### src/design/u8d_pkg.sv
// shared types and constants for the six-byte utf-8 decoder
package u8d_pkg;

  localparam int unsigned CpWidth   = 31;
  localparam int unsigned PendWidth = 3;

  localparam logic [CpWidth-1:0] ReplacementChar = CpWidth'(32'h0000_FFFD);

  localparam logic STATUS_OK  = 1'b0;
  localparam logic STATUS_ERR = 1'b1;

  // open-sequence state carried from beat to beat
  typedef struct packed {
    logic [PendWidth-1:0] pend;
    logic [CpWidth-1:0]   acc;
    logic                 bad;
  } dec_state_t;

  // one decoded result
  typedef struct packed {
    logic               valid;
    logic [CpWidth-1:0] cp;
    logic               err;
  } dec_result_t;

  localparam dec_state_t IdleState = '{pend: '0, acc: '0, bad: 1'b0};

endpackage

### src/design/utf8_six_byte_decoder_unit.sv
// utf-8 decoder for original sequences of one to six bytes
//
// Input channel: one encoded byte per beat on in_byte_i, with stream_end_i
// marking the final byte of the stream. A beat is taken when in_valid_i is
// high and in_stall_o is low.
// Output channel: zero or one result per input beat, code_point_o and
// status_o (0 ok, 1 malformed or truncated, code point then 0xFFFD). A beat
// is delivered when out_valid_o is high and out_stall_i is low.
// Throughput is one byte per cycle while the output is not stalled: the
// byte is registered, decoded against the sequence state, and the result
// goes into the result register. Lead and middle bytes of a
// sequence produce no beat, unless stream_end_i cuts the sequence short.
// When the receiver stalls, the result register holds and the input
// register fills; in_stall_o rises only when both are full and the output
// is stalled, so no beat is lost or repeated.
// Reset clears both registers' valid flags and closes any open sequence;
// the block is ready as soon as reset is released.
module utf8_six_byte_decoder_unit (
  input  logic                        clk_i,
  input  logic                        rst_ni,
  input  logic                        in_valid_i,
  output logic                        in_stall_o,
  input  logic [7:0]                  in_byte_i,
  input  logic                        stream_end_i,
  output logic                        out_valid_o,
  input  logic                        out_stall_i,
  output logic [u8d_pkg::CpWidth-1:0] code_point_o,
  output logic                        status_o
);
  import u8d_pkg::*;

  logic                 s1_valid_q;
  logic [7:0]           s1_byte_q;
  logic                 s1_last_q;
  dec_state_t           st_q, st_d;
  dec_result_t          res_d;
  logic                 out_valid_q;
  logic [CpWidth-1:0]   out_cp_q;
  logic                 out_err_q;
  logic                 adv;
  logic                 in_take;

  // pipeline advance and handshake
  assign adv        = !out_valid_q || !out_stall_i;
  assign in_stall_o = s1_valid_q && !adv;
  assign in_take    = in_valid_i && !in_stall_o;

  // input register
  always_ff @(posedge clk_i or negedge rst_ni) begin
    if (!rst_ni) begin
      s1_valid_q <= 1'b0;
    end else if (in_take) begin
      s1_valid_q <= 1'b1;
    end else if (adv) begin
      s1_valid_q <= 1'b0;
    end
  end

  always_ff @(posedge clk_i) begin
    if (in_take) begin
      s1_byte_q <= in_byte_i;
      s1_last_q <= stream_end_i;
    end
  end

  // decode
  u8d_step u_step (
    .state_i  (st_q),
    .byte_i   (s1_byte_q),
    .last_i   (s1_last_q),
    .state_o  (st_d),
    .result_o (res_d)
  );

  // sequence state
  always_ff @(posedge clk_i or negedge rst_ni) begin
    if (!rst_ni) begin
      st_q <= IdleState;
    end else if (s1_valid_q && adv) begin
      st_q <= st_d;
    end
  end

  // result register
  always_ff @(posedge clk_i or negedge rst_ni) begin
    if (!rst_ni) begin
      out_valid_q <= 1'b0;
    end else if (adv) begin
      out_valid_q <= s1_valid_q && res_d.valid;
    end
  end

  always_ff @(posedge clk_i) begin
    if (adv && s1_valid_q && res_d.valid) begin
      out_cp_q  <= res_d.cp;
      out_err_q <= res_d.err;
    end
  end

  assign out_valid_o  = out_valid_q;
  assign code_point_o = out_cp_q;
  assign status_o     = out_err_q;

  // checks
  a_pend_range: assert property (@(posedge clk_i) disable iff (!rst_ni)
    st_q.pend <= PendWidth'(5))
    else $error("pending count out of range");

  a_idle_clean: assert property (@(posedge clk_i) disable iff (!rst_ni)
    (st_q.pend == '0) |-> (st_q.acc == '0 && !st_q.bad))
    else $error("idle state carries stale payload");

  a_err_cp: assert property (@(posedge clk_i) disable iff (!rst_ni)
    (out_valid_q && out_err_q == STATUS_ERR) |-> (out_cp_q == ReplacementChar))
    else $error("error result without replacement character");

  a_stall_full: assert property (@(posedge clk_i) disable iff (!rst_ni)
    in_stall_o |-> (s1_valid_q && out_valid_q && out_stall_i))
    else $error("input stalled while pipeline has room");

  a_hold_state: assert property (@(posedge clk_i) disable iff (!rst_ni)
    !(s1_valid_q && adv) |=> $stable(st_q))
    else $error("sequence state moved without a byte");

endmodule

### src/design/u8d_step.sv
// decode step: one byte against the open-sequence state
module u8d_step (
  input  u8d_pkg::dec_state_t  state_i,
  input  logic [7:0]           byte_i,
  input  logic                 last_i,
  output u8d_pkg::dec_state_t  state_o,
  output u8d_pkg::dec_result_t result_o
);
  import u8d_pkg::*;

  logic [PendWidth-1:0] lead_more;
  logic [5:0]           lead_payload;
  logic                 lead_ok;
  logic [PendWidth-1:0] pend_dec;
  logic [CpWidth-1:0]   acc_shift;
  logic                 bad_any;

  // lead byte classification
  always_comb begin
    lead_more    = '0;
    lead_payload = '0;
    lead_ok      = 1'b1;
    priority if (byte_i[7:5] == 3'b110) begin
      lead_more    = PendWidth'(1);
      lead_payload = {1'b0, byte_i[4:0]};
    end else if (byte_i[7:4] == 4'b1110) begin
      lead_more    = PendWidth'(2);
      lead_payload = {2'b00, byte_i[3:0]};
    end else if (byte_i[7:3] == 5'b11110) begin
      lead_more    = PendWidth'(3);
      lead_payload = {3'b000, byte_i[2:0]};
    end else if (byte_i[7:2] == 6'b111110) begin
      lead_more    = PendWidth'(4);
      lead_payload = {4'b0000, byte_i[1:0]};
    end else if (byte_i[7:1] == 7'b1111110) begin
      lead_more    = PendWidth'(5);
      lead_payload = {5'b00000, byte_i[0]};
    end else begin
      lead_ok = 1'b0;
    end
  end

  // continuation path
  assign pend_dec  = state_i.pend - PendWidth'(1);
  assign acc_shift = {state_i.acc[CpWidth-7:0], byte_i[5:0]};
  assign bad_any   = state_i.bad | (byte_i[7:6] != 2'b10);

  // next state and result
  always_comb begin
    state_o           = IdleState;
    result_o.valid    = 1'b0;
    result_o.cp       = ReplacementChar;
    result_o.err      = STATUS_ERR;
    if (state_i.pend == '0) begin
      priority if (!byte_i[7]) begin
        result_o.valid = 1'b1;
        result_o.cp    = CpWidth'(byte_i);
        result_o.err   = STATUS_OK;
      end else if (!lead_ok || byte_i[7:6] == 2'b10) begin
        result_o.valid = 1'b1;
      end else if (last_i) begin
        result_o.valid = 1'b1;
      end else begin
        state_o.pend = lead_more;
        state_o.acc  = CpWidth'(lead_payload);
        state_o.bad  = 1'b0;
      end
    end else begin
      priority if (pend_dec == '0) begin
        result_o.valid = 1'b1;
        result_o.err   = bad_any;
        result_o.cp    = bad_any ? ReplacementChar : acc_shift;
      end else if (last_i) begin
        result_o.valid = 1'b1;
      end else begin
        state_o.pend = pend_dec;
        state_o.acc  = acc_shift;
        state_o.bad  = bad_any;
      end
    end
  end

endmodule
### config.mk
export PLATFORM = sky130hd
export DESIGN_NAME = utf8_six_byte_decoder_unit
export DESIGN_NICKNAME = d
export VERILOG_FILES = /design/src/design/u8d_pkg.sv /design/src/design/utf8_six_byte_decoder_unit.sv /design/src/design/u8d_step.sv
export SDC_FILE = /design/constraint.sdc
export NUM_CORES = 1
export LEC_CHECK = 0
export BUFFER_PORTS_ARGS = -buffer_cell sky130_fd_sc_hd__buf_4
export CORE_MARGIN = 8
export CORE_UTILIZATION = 45
export CTS_CLUSTER_SIZE = 40
export DETAILED_ROUTE_END_ITERATION = 6
export PLACE_DENSITY_LB_ADDON = 0.05
export SYNTH_ARGS = -nofsm -noshare
export SYNTH_HDL_FRONTEND = slang
export SYNTH_SLANG_ARGS = --single-unit
### constraint.sdc
create_clock -name clk_i -period 3.1 [get_ports clk_i]
set_input_delay 0.155 -clock clk_i [delete_from_list [all_inputs] [get_ports clk_i]]
set_output_delay 0.155 -clock clk_i [all_outputs]
set_load 0.01 [all_outputs]
==> results.md, run 1 <==
- Measured against its own limit, the worst slew margin works out to 27.58%.
- The die covers 0.009433 sq mm.
- 47 I/O pins were placed.
- Of the cells placed in the final design, the portion with a size suffix greater than 1 is about 22%.
- The path depth of the worst reg2reg path is 7.
- The maximum ir drop on the vdd rail is around 0.51 mV.
- The prevailing post-synth register cell is sky130_fd_sc_hd__edfxtp_1.
- Entering global routing, the biggest net connects 33 pins.
- The fraction of the mapped netlist area in adder cells is 1.267%.
- The worst setup path is captured at a register.
- Setup violations remaining at the end of the flow were counted as 0.
- The final critical delay including setup and external delays is 2.588 ns.
- Between clock sinks in the finished design, the worst skew comes to 0.008283 ns.
- The later-pin clock latency in the skew report is 0.34 ns.
- In this run the number of cells on the critical path is 7.
- The worst setup path is of the register to register kind.
- The total clock buffers created by CTS is 9.
- The path type of the worst min-delay path is input pin to register.
- Row generation in the floorplan step produced 29 rows.
- The synthesized netlist devotes 7.013% of its cell area to compound gates.
- The net count of the mapped netlist is 274.
- In the final routed layout, each cell accounts on average for 14.92 microns.
- The total buffers and inverters traversed by the critical path is 2.
- For this design the ratio of total power to cell area is 806.5 mW/mm^2.
- The placeable core area is 0.006350 sq mm.
- Global routing used 13.16% of the available tracks across all layers.
- The achievable clock frequency is 386.3 MHz.
- The largest delay contributor family on the critical path is simple AND/OR/NAND/NOR gates.
- The setup slack after layout is approximately 0.5 ns.
- The number of violations reported at the end of detailed-routing iteration 0 is 83.
- The TritonCTS clock tree is yes.
- The required time of the critical path is 3.12 ns.
- The total overflow left after global routing is 0.
- The hold violation total from the final report came to 0.
- The number of I/O port buffers is 46.
- The static power due to leakage is approximately 1.6 nW.
- The hold buffer count at CTS is 11.
- The count of cells in the finished layout, fillers not included, comes to about 400.
- The peak per-stage delay on the critical path is 0.49 ns.
- Including well taps, the total number of placed cells is 375.
- The basic-gate share of the synthesized area counting and, or, nand and nor cells is 21.12%.
- The maximum fanout encountered on the critical timing path is 22.
- In the routed design, unresolved DRC markers number 0.
- Setup repair after global routing left no endpoint under its margin.
- The hold path startpoint is out_stall_i.
- Data arrives at the worst endpoint at 2.61 ns.
- The final layout net count is 336.
- Across all layers, the routed design uses 2,047 vias.
- The multi-input combinational cells in the finished layout cover a total of about 880 sq um.
- The wire length reported by the detailed router is 5996 microns.
- The remaining antenna violation count is 0.
- Adding up every negative setup slack in the final design gives 0 ns.
- The count of cells resized by post-cts repair is 0.
- The number of distinct library cells after synthesis is 35.
- After legalization and detailed placement, the total HPWL measured 3980 microns.
- The worst hold path was traced through 2 stages.
- The via count of the first global-routing pass is around 2,100.
- The startpoint identified for the worst register-to-register timing path is st_q[32].
- Traced cell by cell, the critical path runs through inv_1 -> ha_1 -> nor2b_1 -> a211oi_2 -> a21oi_1 -> and2_1 -> buf_4.
- The post-synthesis area per instance is 11.48 sq um.
- The post-synthesis instance area is about 0.0030 sq mm.
- The measured slew at the worst slew-check pin is about 1.1 ns.
- The initial antenna violation count is 0.
- The antenna diode count is 0.
- For this run, the share of the core covered by cells in the final layout is between 50% and 60%.
- The clock transition at the registers of the reported paths is 0.07 ns.
- The design draws between 0.002 and 0.003 W.
- Summing the sequential cell areas from Yosys gives a little under 70% of the chip area.
- The maximum number of buffers from clock root to sink is 2.
- The largest family of logic cells by synthesized area is simple AND/OR/NAND/NOR gates.
- The global-route wire length before repair is just under 10,000 microns.
- In the layout the commonest cells are sky130_fd_sc_hd__nand2_1, sky130_fd_sc_hd__buf_4, sky130_fd_sc_hd__edfxtp_1.
- The floorplan step set the die width to a little under 100 microns.
- Counting every sink on the clock net gives between 70 and 80.
- The most critical setup path has its startpoint at st_q[32].
- The number of slew-limit violations in the final report came to 0.
- The average via count per standard cell is 5.092.
- The tree is rooted in a sky130_fd_sc_hd__clkbuf_8.
- The total of max-cap violations is 0.
- The slowest stage of the critical path belongs to the cell sky130_fd_sc_hd__and2_1.
- Summing all flip-flop and latch instances after layout gives 0.002007 sq mm.
- Timing analysis after detailed placement gives a worst setup slack of 0.5399 ns.
- The flow ran to the end, and the final reports show no timing, DRC or antenna violations.
- In the synthesized netlist the async set-or-reset flop fraction comes to 43.06%.
- STA classifies the critical path startpoint as a register.
- The synthesized design contains a little over 70 register bits.
- The die height is 97.13 microns.
- The number of fillers in the final layout is 539.
- Multiplexer cells account for 0% of the synthesized area.
- The post-CTS setup-driven buffer insertion count is 0.
- The deepest level of the CTS H-tree is 3.
- The congestion estimate from routability-driven global placement came to 0.8604.
- The starting density of the core is 46.64%.
- The cell count after synthesis came out at between 200 and 300.
- The first detailed-routing pass ran for 4 iterations.
- For this run, the number of Yosys warnings is 0.
- The ratio of final minimum period to clock period is 83.50%.
- The number of flops mapped to enable cells by yosys is 41.
- The most frequent standard cell in the layout excluding fill and tap cells is sky130_fd_sc_hd__nand2_1.
- The synthesized netlist devotes 0.2957% of its cell area to XOR and XNOR gates.
- Relative to the synthesized area, the layout overhead comes to 24.55%.
==> cells by family (layout without fill, tap and decap cells) <==
group                      after synthesis  count (layout)
xor gates and xnor gates                 1               1
adders and majority gates                3               3
AOI/OAI and AO/OA                       29              29
buffers and inverters                   18              85
DFF                                     72              72
and+or+nand+nor                        135             135
==> path summary, 6_finish.rpt <==
path                                          to  slack (ns)
worst max-delay path            code_point_o[14]        0.51
worst min-delay path                 out_valid_o        0.08
worst max register to register  code_point_o[14]        0.51
worst min register to register          st_q[21]        0.46
max in group asynchronous                st_q[4]        2.51
min in group asynchronous               st_q[32]        0.29
==> power breakdown <==
group          internal [W]  switching, W  leakage [nW]
clock network      0.000331      0.000346        0.0951
registers           0.00129      0.000130         0.784
logic              0.000342      0.000541         0.715
total               0.00196       0.00102          1.59
==> sequential cells by signal (all words and copies together) (netlist names) <==
name / count
s1_last_q: 1
st_q: 29
s1_valid_q: 1
s1_byte_q: 8
status_o: 1
code_point_o: 31
out_valid_o: 1
==> final cells by class <==
class | instances | share of cell area (%)
Clock buffer | 11 | 4.104
Clock inverter | 5 | 0.8480
Inverter | 6 | 0.6106
Multi-Input combinational cell | 168 | 23.85
Sequential cell | 72 | 54.41
Tap cell | 77 | 2.612
Timing Repair Buffer | 63 | 13.57
==> Yosys cell counts (2+ instances only) <==
library cell | number | area (sq um)
sky130_fd_sc_hd__clkbuf_1 | 6 | 22.52
sky130_fd_sc_hd__o21ai_0 | 10 | 50.05
sky130_fd_sc_hd__nand2_1 | 56 | 210.2
sky130_fd_sc_hd__nand2b_1 | 5 | 31.28
sky130_fd_sc_hd__nor3_1 | 2 | 10.01
sky130_fd_sc_hd__nor2b_1 | 3 | 18.77
sky130_fd_sc_hd__ha_1 | 3 | 37.54
sky130_fd_sc_hd__a21oi_1 | 6 | 30.03
sky130_fd_sc_hd__buf_2 | 3 | 15.01
sky130_fd_sc_hd__dfrtp_1 | 31 | 775.7
sky130_fd_sc_hd__edfxtp_1 | 41 | 1231
sky130_fd_sc_hd__nand3_1 | 21 | 105.1
sky130_fd_sc_hd__a31oi_1 | 2 | 12.51
sky130_fd_sc_hd__inv_1 | 6 | 22.52
sky130_fd_sc_hd__buf_1 | 2 | 7.510
sky130_fd_sc_hd__or2_1 | 4 | 25.02
sky130_fd_sc_hd__nor2_1 | 22 | 82.58
sky130_fd_sc_hd__and2_1 | 18 | 112.6
==> worst reg2reg max path, stage by stage, from the launching register on <==
cell                       delay, ns
sky130_fd_sc_hd__dfrtp_1        0.40
sky130_fd_sc_hd__inv_1          0.10
sky130_fd_sc_hd__ha_1           0.23
sky130_fd_sc_hd__nor2b_1        0.31
sky130_fd_sc_hd__a211oi_2       0.09
sky130_fd_sc_hd__a21oi_1        0.23
sky130_fd_sc_hd__and2_1         0.49
sky130_fd_sc_hd__buf_4          0.40
==> layer usage <==
metal  GRT usage [%]  vias to the layer above  part of all wire, %
li1                -                     1003                    -
met1           14.50                      983                   44
met2           21.93                       47                   49
met3           3.912                       14                  4.6
met4           7.929                        0                  3.0
met5               0                        -                    0
==> through the flow <==
step / area (sq um) / hold WS, ns
floorplan: 2962 / -0.1406
global placement: 3396 / 0.1289
detailed placement: 3396 / 0.1243
CTS: 3689 / 0.06745
global route: 3689 / 0.07163
finish: 3689 / 0.07738
Power figures use the tool's default switching activity.
==> run 2, diff against run 1 <==
clock period = 2.45 ns   (was 3.1 ns; I/O delays follow)
==> run 2 against run 1 <==
Compared with the run above: clock skew is 0.0015 ns lower; largest cell class unchanged; global-route usage is 0.19 points higher; non-clock buffer count is 1 higher; critical endpoint is now code_point_o[6]; fmax is 19% higher; critical path depth is 2 lower; cell area is 0.14% lower; routed wire length is 1.2% higher; die area stayed put; clock power is 15% higher; setup slack worse by 0.24 ns; core utilization is 0.079 points lower.
==> results.md, run 2 (synthesis gave the netlist of run 1 again) <==
- The run finished with clean final reports.
- The total DRC errors in the routed layout was 0 (unchanged).
- The starting density of the core was 46.64% (unchanged).
- The maximum number of pins on one net before global-route repair was 33 (unchanged).
- The number of primary I/O pins is 47 (unchanged).
- The library cells used most frequently in the layout, excluding fill and tap cells, are sky130_fd_sc_hd__nand2_1, sky130_fd_sc_hd__buf_4, sky130_fd_sc_hd__edfxtp_1.
- The initial antenna violation count is 0 (unchanged).
- The global-route track usage on met1 is 15.49% (+0.99 points).
- The average wire per cell in the routed design is 15.06 microns (+0.97%).
- The antenna diode count is 0 (unchanged).
- The via count of the first global-routing pass is 1,997 (-3.7%).
- The number of fillers in the final layout came to 566 (+5.0%).
- The achievable clock frequency is 459.8 MHz (+19%).
- The power per standard cell area is 1009 mW/mm^2 (+25%).
- The hold violation total from the final report is 0 (unchanged).
- The final critical delay including setup and external delays is 2.175 ns (-0.4135 ns).
- The global-route wire length before repair was 10,160 microns (+2.2%).
- The total clock buffers created by CTS is 9 (unchanged).
- The clock skew after layout is 0.006829 ns (-0.001454 ns).
- The final core utilization is 58.01% (-0.079 points).
- The setup slack after layout is 0.2751 ns (-0.2365 ns).
- The final weighted congestion in routability-driven placement is 0.8589 (-0.17%).
- The maximum ir drop on the vdd rail is 0.6131 mV (+21%).
- The area added between synthesis and finish is 24.38%.
- The area of the multi-input gates is 879.6 sq um (unchanged).
- The critical path data arrival time is 2.27 ns (-0.34 ns).
- STA classifies the critical path endpoint as a register.
- The critical path in this run is classified as register to register.
- The number of I/O port buffers is 46 (unchanged).
- The library cell used most frequently in the layout, excluding fill and tap cells, is sky130_fd_sc_hd__nand2_1.
- The clock transition at the registers of the reported paths was 0.07 ns (about the same).
- The layer with the highest usage after global routing is met2.
- The worst setup timing slack at the placement stage is 0.2855 ns (-0.2545 ns).
- The ratio of final minimum period to clock period is 88.77% (+5.3 points).
- The post-CTS setup-driven buffer insertion count is 0 (unchanged).
- The deepest level of the CTS H-tree is 3 (unchanged).
- The total vias in the final route is 2,034 (-0.64%).
- The number of slew-limit violations in the final report came to 0 (unchanged).
- The wire length reported by the detailed router came to 6069 microns (+1.2%).
- The final layout net count is 337 (+0.30%).
- The maximum fanout encountered on the critical timing path came to 10 (-55%).
- The total of max-cap violations came to 0 (unchanged).
- The number of clock sinks was 72 (unchanged).
- The die height came to 97.13 microns (unchanged).
- The final-layout setup total negative slack is 0 ns (unchanged).
- The average via count per standard cell was 5.047 (-0.88%).
- The met3 demand-to-capacity share in global routing came to 3.770% (-0.14 points).
- The total of endpoints with negative setup slack in the final report was 0 (unchanged).
- The row count was 29 (unchanged).
- The TritonCTS clock tree is yes.
- The maximum number of buffers from clock root to sink was 2 (unchanged).
- The width of the chip is 97.13 microns (unchanged).
- The global-route total usage across every layer was 13.35% (+0.19 points).
- The later-pin clock latency in the skew report is 0.34 ns (about the same).
- The static power due to leakage was 1.588 nW (-0.41%).
- The remaining antenna violation count is 0 (unchanged).
- The relative slew slack is 61.11% (+34 points).
- The critical path launch point type is a register.
- The first-pass iteration count of the detailed router is 4 (unchanged).
- The sequential cell area in the final layout is 0.002007 sq mm (unchanged).
- The global-route track usage on met2 is 21.93% (unchanged).
- Clock tree synthesis selected as its root buffer the cell sky130_fd_sc_hd__clkbuf_8.
- Setup repair after global routing left no endpoint under its margin.
- The half-perimeter wire length after detailed placement is 3912 microns (-1.7%).
- The path type of the worst min-delay path is input pin to register.
- The number of violations reported at the end of detailed-routing iteration 0 is 97 (+17%).
- The measured slew at the worst slew-check pin is 0.5819 ns (-0.5018 ns).
- The leftover overflow at the end of global routing is 0 (unchanged).
- The number of flip-flops in the largest register is 31 (unchanged).
- The share of cells above drive strength 1 is 21.47% (-0.68 points).
- The required time of the critical path is 2.54 ns (-0.58 ns).
- The placeable core area is 0.006350 sq mm (unchanged).
- The area of the die was 0.009433 sq mm (unchanged).
[run 2: final timing paths]
check                            startpoint              end  slack [ns]  cells after the start
worst max-delay path               st_q[32]  code_point_o[6]        0.28                      5
worst min-delay path            out_stall_i      out_valid_o        0.03                      2
worst max register to register     st_q[32]  code_point_o[6]        0.28                      5
worst min register to register     st_q[22]         st_q[22]        0.46                      2
max in group asynchronous            rst_ni          st_q[4]        1.90                      2
min in group asynchronous            rst_ni         st_q[25]        0.26                      2
[run 2: what timing repair did]
item,CTS,global route
hold endpoints to repair,41,0
hold buffers,11,0
gates resized for setup,0,0
[run 2: critical path: stages, from the launching register on]
cell,delay [ns]
sky130_fd_sc_hd__dfrtp_1,0.37
sky130_fd_sc_hd__inv_1,0.09
sky130_fd_sc_hd__ha_1,0.27
sky130_fd_sc_hd__or3_4,0.40
sky130_fd_sc_hd__a2111o_1,0.57
sky130_fd_sc_hd__o22a_1,0.22
[run 2: routing by layer]
layer	wire length [microns]	vias up
met5	0	-
met2	3006	61
met3	362	7
met1	2626	964
met4	72	0
li1	-	1002
[run 2: stage by stage]
step | instance area (sq um) | power, W | cells | hold WS, ns
2_1_floorplan | 2962 | 0.002483 | 258 | -0.1731
3_3_place_gp | 3416 | 0.002944 | 376 | 0.09391
3_5_place_dp | 3416 | 0.002956 | 376 | 0.09215
4_1_cts | 3684 | 0.003762 | 403 | 0.01874
5_1_grt | 3684 | 0.003947 | 403 | 0.03971
6_report | 3684 | 0.003717 | 403 | 0.03285
[run 2: power by group]
part	switching (W)	internal [W]	total (W)
registers	0.000172	0.00163	0.00180
clock network	0.000415	0.000363	0.000779
logic	0.000686	0.000455	0.00114
[run 2: cell type report]
cell class	instances	share of cell area (%)
clock buffer	12	3.668
sequential	72	54.48
inverter	6	0.6114
multi-input combinational	168	23.88
clock inverter	4	0.6114
tap	77	2.615
timing repair buffer	64	14.13
==> run 3, diff against run 2 <==
ABC_CLOCK_PERIOD_IN_PS = 2450   (was unset)
CORE_ASPECT_RATIO = 0.9   (was unset)
==> run 3 against run 2 <==
Compared with the run above: hold slack about the same; cell count up 3.2%; routed wire length shrank 1.2%; count of clock-buffer cells in the layout shrank 1; register-to-register slack barely moved; setup slack improved by 0.0067 ns; critical path type unchanged; critical endpoint unchanged; largest cell class unchanged; highest routed layer unchanged.
==> results.md, run 3 (synthesis gave the netlist of run 1 again) <==
- The flow ran to the end, and the final reports show no timing, DRC or antenna violations.
- The achievable clock frequency is 461.2 MHz (+0.31%).
- The most frequent standard cell in the layout excluding fill and tap cells is sky130_fd_sc_hd__nand2_1.
- The placeable core area was 0.006481 sq mm (+2.1%).
- The antenna diode count is 0 (unchanged).
- The TritonCTS clock tree is yes.
- The number of violations reported at the end of detailed-routing iteration 0 is 129 (+33%).
- The share of total power in combinational logic is 30.0% (-0.7 points).
- The count of cells resized by post-cts repair was 0 (unchanged).
- The maximum number of buffers from clock root to sink was 2 (unchanged).
- The relative slew slack is 52.02% (-9.1 points).
- The row count came to 28 (-3.4%).
- The peak per-stage delay on the critical path is 0.57 ns (about the same).
- The number of I/O port buffers is 46 (unchanged).
- The maximum fanout encountered on the critical timing path is 10 (unchanged).
- STA classifies the critical path endpoint as a register.
- Setup repair after global routing left no endpoint under its margin.
- The leftover overflow at the end of global routing is 0 (unchanged).
- The global-route wire length before repair is 10,070 microns (-0.88%).
- The largest delay contributor family on the critical path is compound AO/OA/AOI/OAI gates.
- The wire length reported by the detailed router is 5995 microns (-1.2%).
- The number of flip-flops in the largest register was 31 (unchanged).
- The starting density of the core is 45.69% (-0.95 points).
- The final core utilization is 57.43% (-0.58 points).
- The maximum number of pins on one net before global-route repair is 33 (unchanged).
- The clock transition at the registers of the reported paths is 0.08 ns (about the same).
- The required time of the critical path is 2.55 ns (about the same).
- The static power due to leakage was 1.598 nW (+0.67%).
- The maximum ir drop on the vdd rail was 0.6323 mV (+3.1%).
- In this run the worst hold path is classified as input pin to register.
- The clock network power share is 22.6% (+1.7 points).
- The first-pass iteration count of the detailed router is 4 (unchanged).
- The total buffers and inverters traversed by the critical path is 1 (unchanged).
- The final layout net count is 337 (unchanged).
- The switching component of the power is 0.001305 W (+2.5%).
- The number of cells in the finished layout apart from fillers is 416 (+3.2%).
- The number of slew-limit violations in the final report is 0 (unchanged).
- The total vias in the final route is 2,031 (-0.15%).
- The critical path launch point type is a register.
- The final-layout setup total negative slack was 0 ns (unchanged).
- The total of endpoints with negative setup slack in the final report came to 0 (unchanged).
- The slowest stage cell on the critical path is sky130_fd_sc_hd__a2111o_1.
- The switching share of total power is 34.43% (+0.19 points).
- The share of cells above drive strength 1 is 22.09% (+0.61 points).
- The number of clock sinks is 72 (unchanged).
- The total clock buffers created by CTS is 9 (unchanged).
- The area of the die is 0.009437 sq mm (about the same).
- The power per standard cell area is 1018 mW/mm^2 (+0.89%).
- The post-CTS setup-driven buffer insertion count is 0 (unchanged).
- The final critical delay including setup and external delays is 2.168 ns (-0.006713 ns).
- The number of primary I/O pins is 47 (unchanged).
- The ratio of final minimum period to clock period is 88.50% (-0.27 points).
- The width of the chip is 101.5 microns (+4.5%).
- The remaining antenna violation count is 0 (unchanged).
- The critical path goes through inv_1 -> ha_1 -> or3_4 -> a2111o_1 -> o22a_1.
- The measured slew at the worst slew-check pin is 0.7180 ns (+0.1361 ns).
- The master cell of the clock root buffer is sky130_fd_sc_hd__clkbuf_8.
- The final weighted congestion in routability-driven placement came to 0.8108 (-5.6%).
- The later-pin clock latency in the skew report is 0.34 ns (about the same).
- The initial antenna violation count was 0 (unchanged).
- The top cell types in the final layout, fill and taps aside, are sky130_fd_sc_hd__nand2_1, sky130_fd_sc_hd__buf_4, sky130_fd_sc_hd__edfxtp_1.
- The number of placed instances, taps included came to 389 (+3.5%).
- The total of max-cap violations is 0 (unchanged).
- The clock skew after layout is 0.008904 ns (+0.002075 ns).
- The share of power burned in registers came to 47.3% (-1.1 points).
- The average via count per standard cell is 4.882 (-3.3%).
- The die height was 92.96 microns (-4.3%).
- The critical path data arrival time was 2.27 ns (about the same).
- The half-perimeter wire length after detailed placement is 3897 microns (-0.37%).
- The global-route total usage across every layer is 13.85% (+0.50 points).
- The via count of the first global-routing pass came to 2,104 (+5.4%).
- Relative to the synthesized area, the layout overhead comes to 25.69%.
- The hold violation total from the final report is 0 (unchanged).
- The critical setup path kind is register to register.
- The deepest level of the CTS H-tree is 3 (unchanged).
- The average wire per cell in the routed design is 14.41 microns (-4.3%).
- The internal power contribution is 0.002485 W (+1.7%).
- The total DRC errors in the routed layout is 0 (unchanged).
==> run 3: changes by cell type in the layout (fill, tap and decap cells not counted) <==
cell | before | now
sky130_fd_sc_hd__clkinv_2 | 3 | 1
sky130_fd_sc_hd__clkbuf_1 | 3 | 1
sky130_fd_sc_hd__clkbuf_8 | 9 | 10
sky130_fd_sc_hd__inv_6 | 0 | 3
==> run 3: final cells by class <==
type | instances | area (sq um)
fillers | 590 | 2759
flip-flops and latches | 72 | 2007
multi-input cells | 168 | 879.6
repair buffers | 64 | 520.5
clock buffers | 11 | 141.4
well taps | 90 | 112.6
clock inverters | 5 | 38.79
inverters | 6 | 22.52
==> run 3: repair_timing <==
action,4_1_cts,5_1_grt
endpoints found under the setup margin,0,0
hold buffers,11,0
hold endpoints to repair,41,0
==> run 3: path summary, 6_finish.rpt <==
check | from | endpoint | slack [ns] | depth (start not counted)
setup / recovery | st_q[32] | code_point_o[6] | 0.28 | 5
hold / removal | out_stall_i | out_valid_o | 0.03 | 2
setup reg to reg | st_q[32] | code_point_o[6] | 0.28 | 5
hold reg to reg | st_q[23] | st_q[23] | 0.46 | 2
max in group asynchronous | rst_ni | st_q[5] | 1.90 | 2
min in group asynchronous | rst_ni | st_q[33] | 0.25 | 2
==> run 3: stage by stage <==
stage	instance area (sq um)	setup slack, ns	hold slack, ns	total power, W
2_1_floorplan	2962	0.02291	-0.1731	0.002483
3_3_place_gp	3432	0.3158	0.09074	0.002934
3_5_place_dp	3432	0.2749	0.09463	0.002958
4_1_cts	3722	0.2731	0.01491	0.003839
5_1_grt	3722	0.1743	0.01208	0.004026
6_report	3722	0.2819	0.03319	0.003789
==> run 3: per-layer routing <==
metal	global-route usage (%)	vias up	routed length, microns
li1	-	1006	-
met4	4.213	0	55
met2	22.43	51	2941
met3	5.922	4	335
met1	16.26	970	2663
met5	0	-	0
==> run 3: power groups by stage <==
stage | clock (W) | combinational, W | sequential (W)
finish | 0.000858 | 0.00114 | 0.00179
floorplan | 0 | 0.000644 | 0.00184
CTS | 0.000887 | 0.00116 | 0.00179
global route | 0.000928 | 0.00127 | 0.00183
global placement | 0 | 0.00112 | 0.00181
detailed placement | 0 | 0.00114 | 0.00182
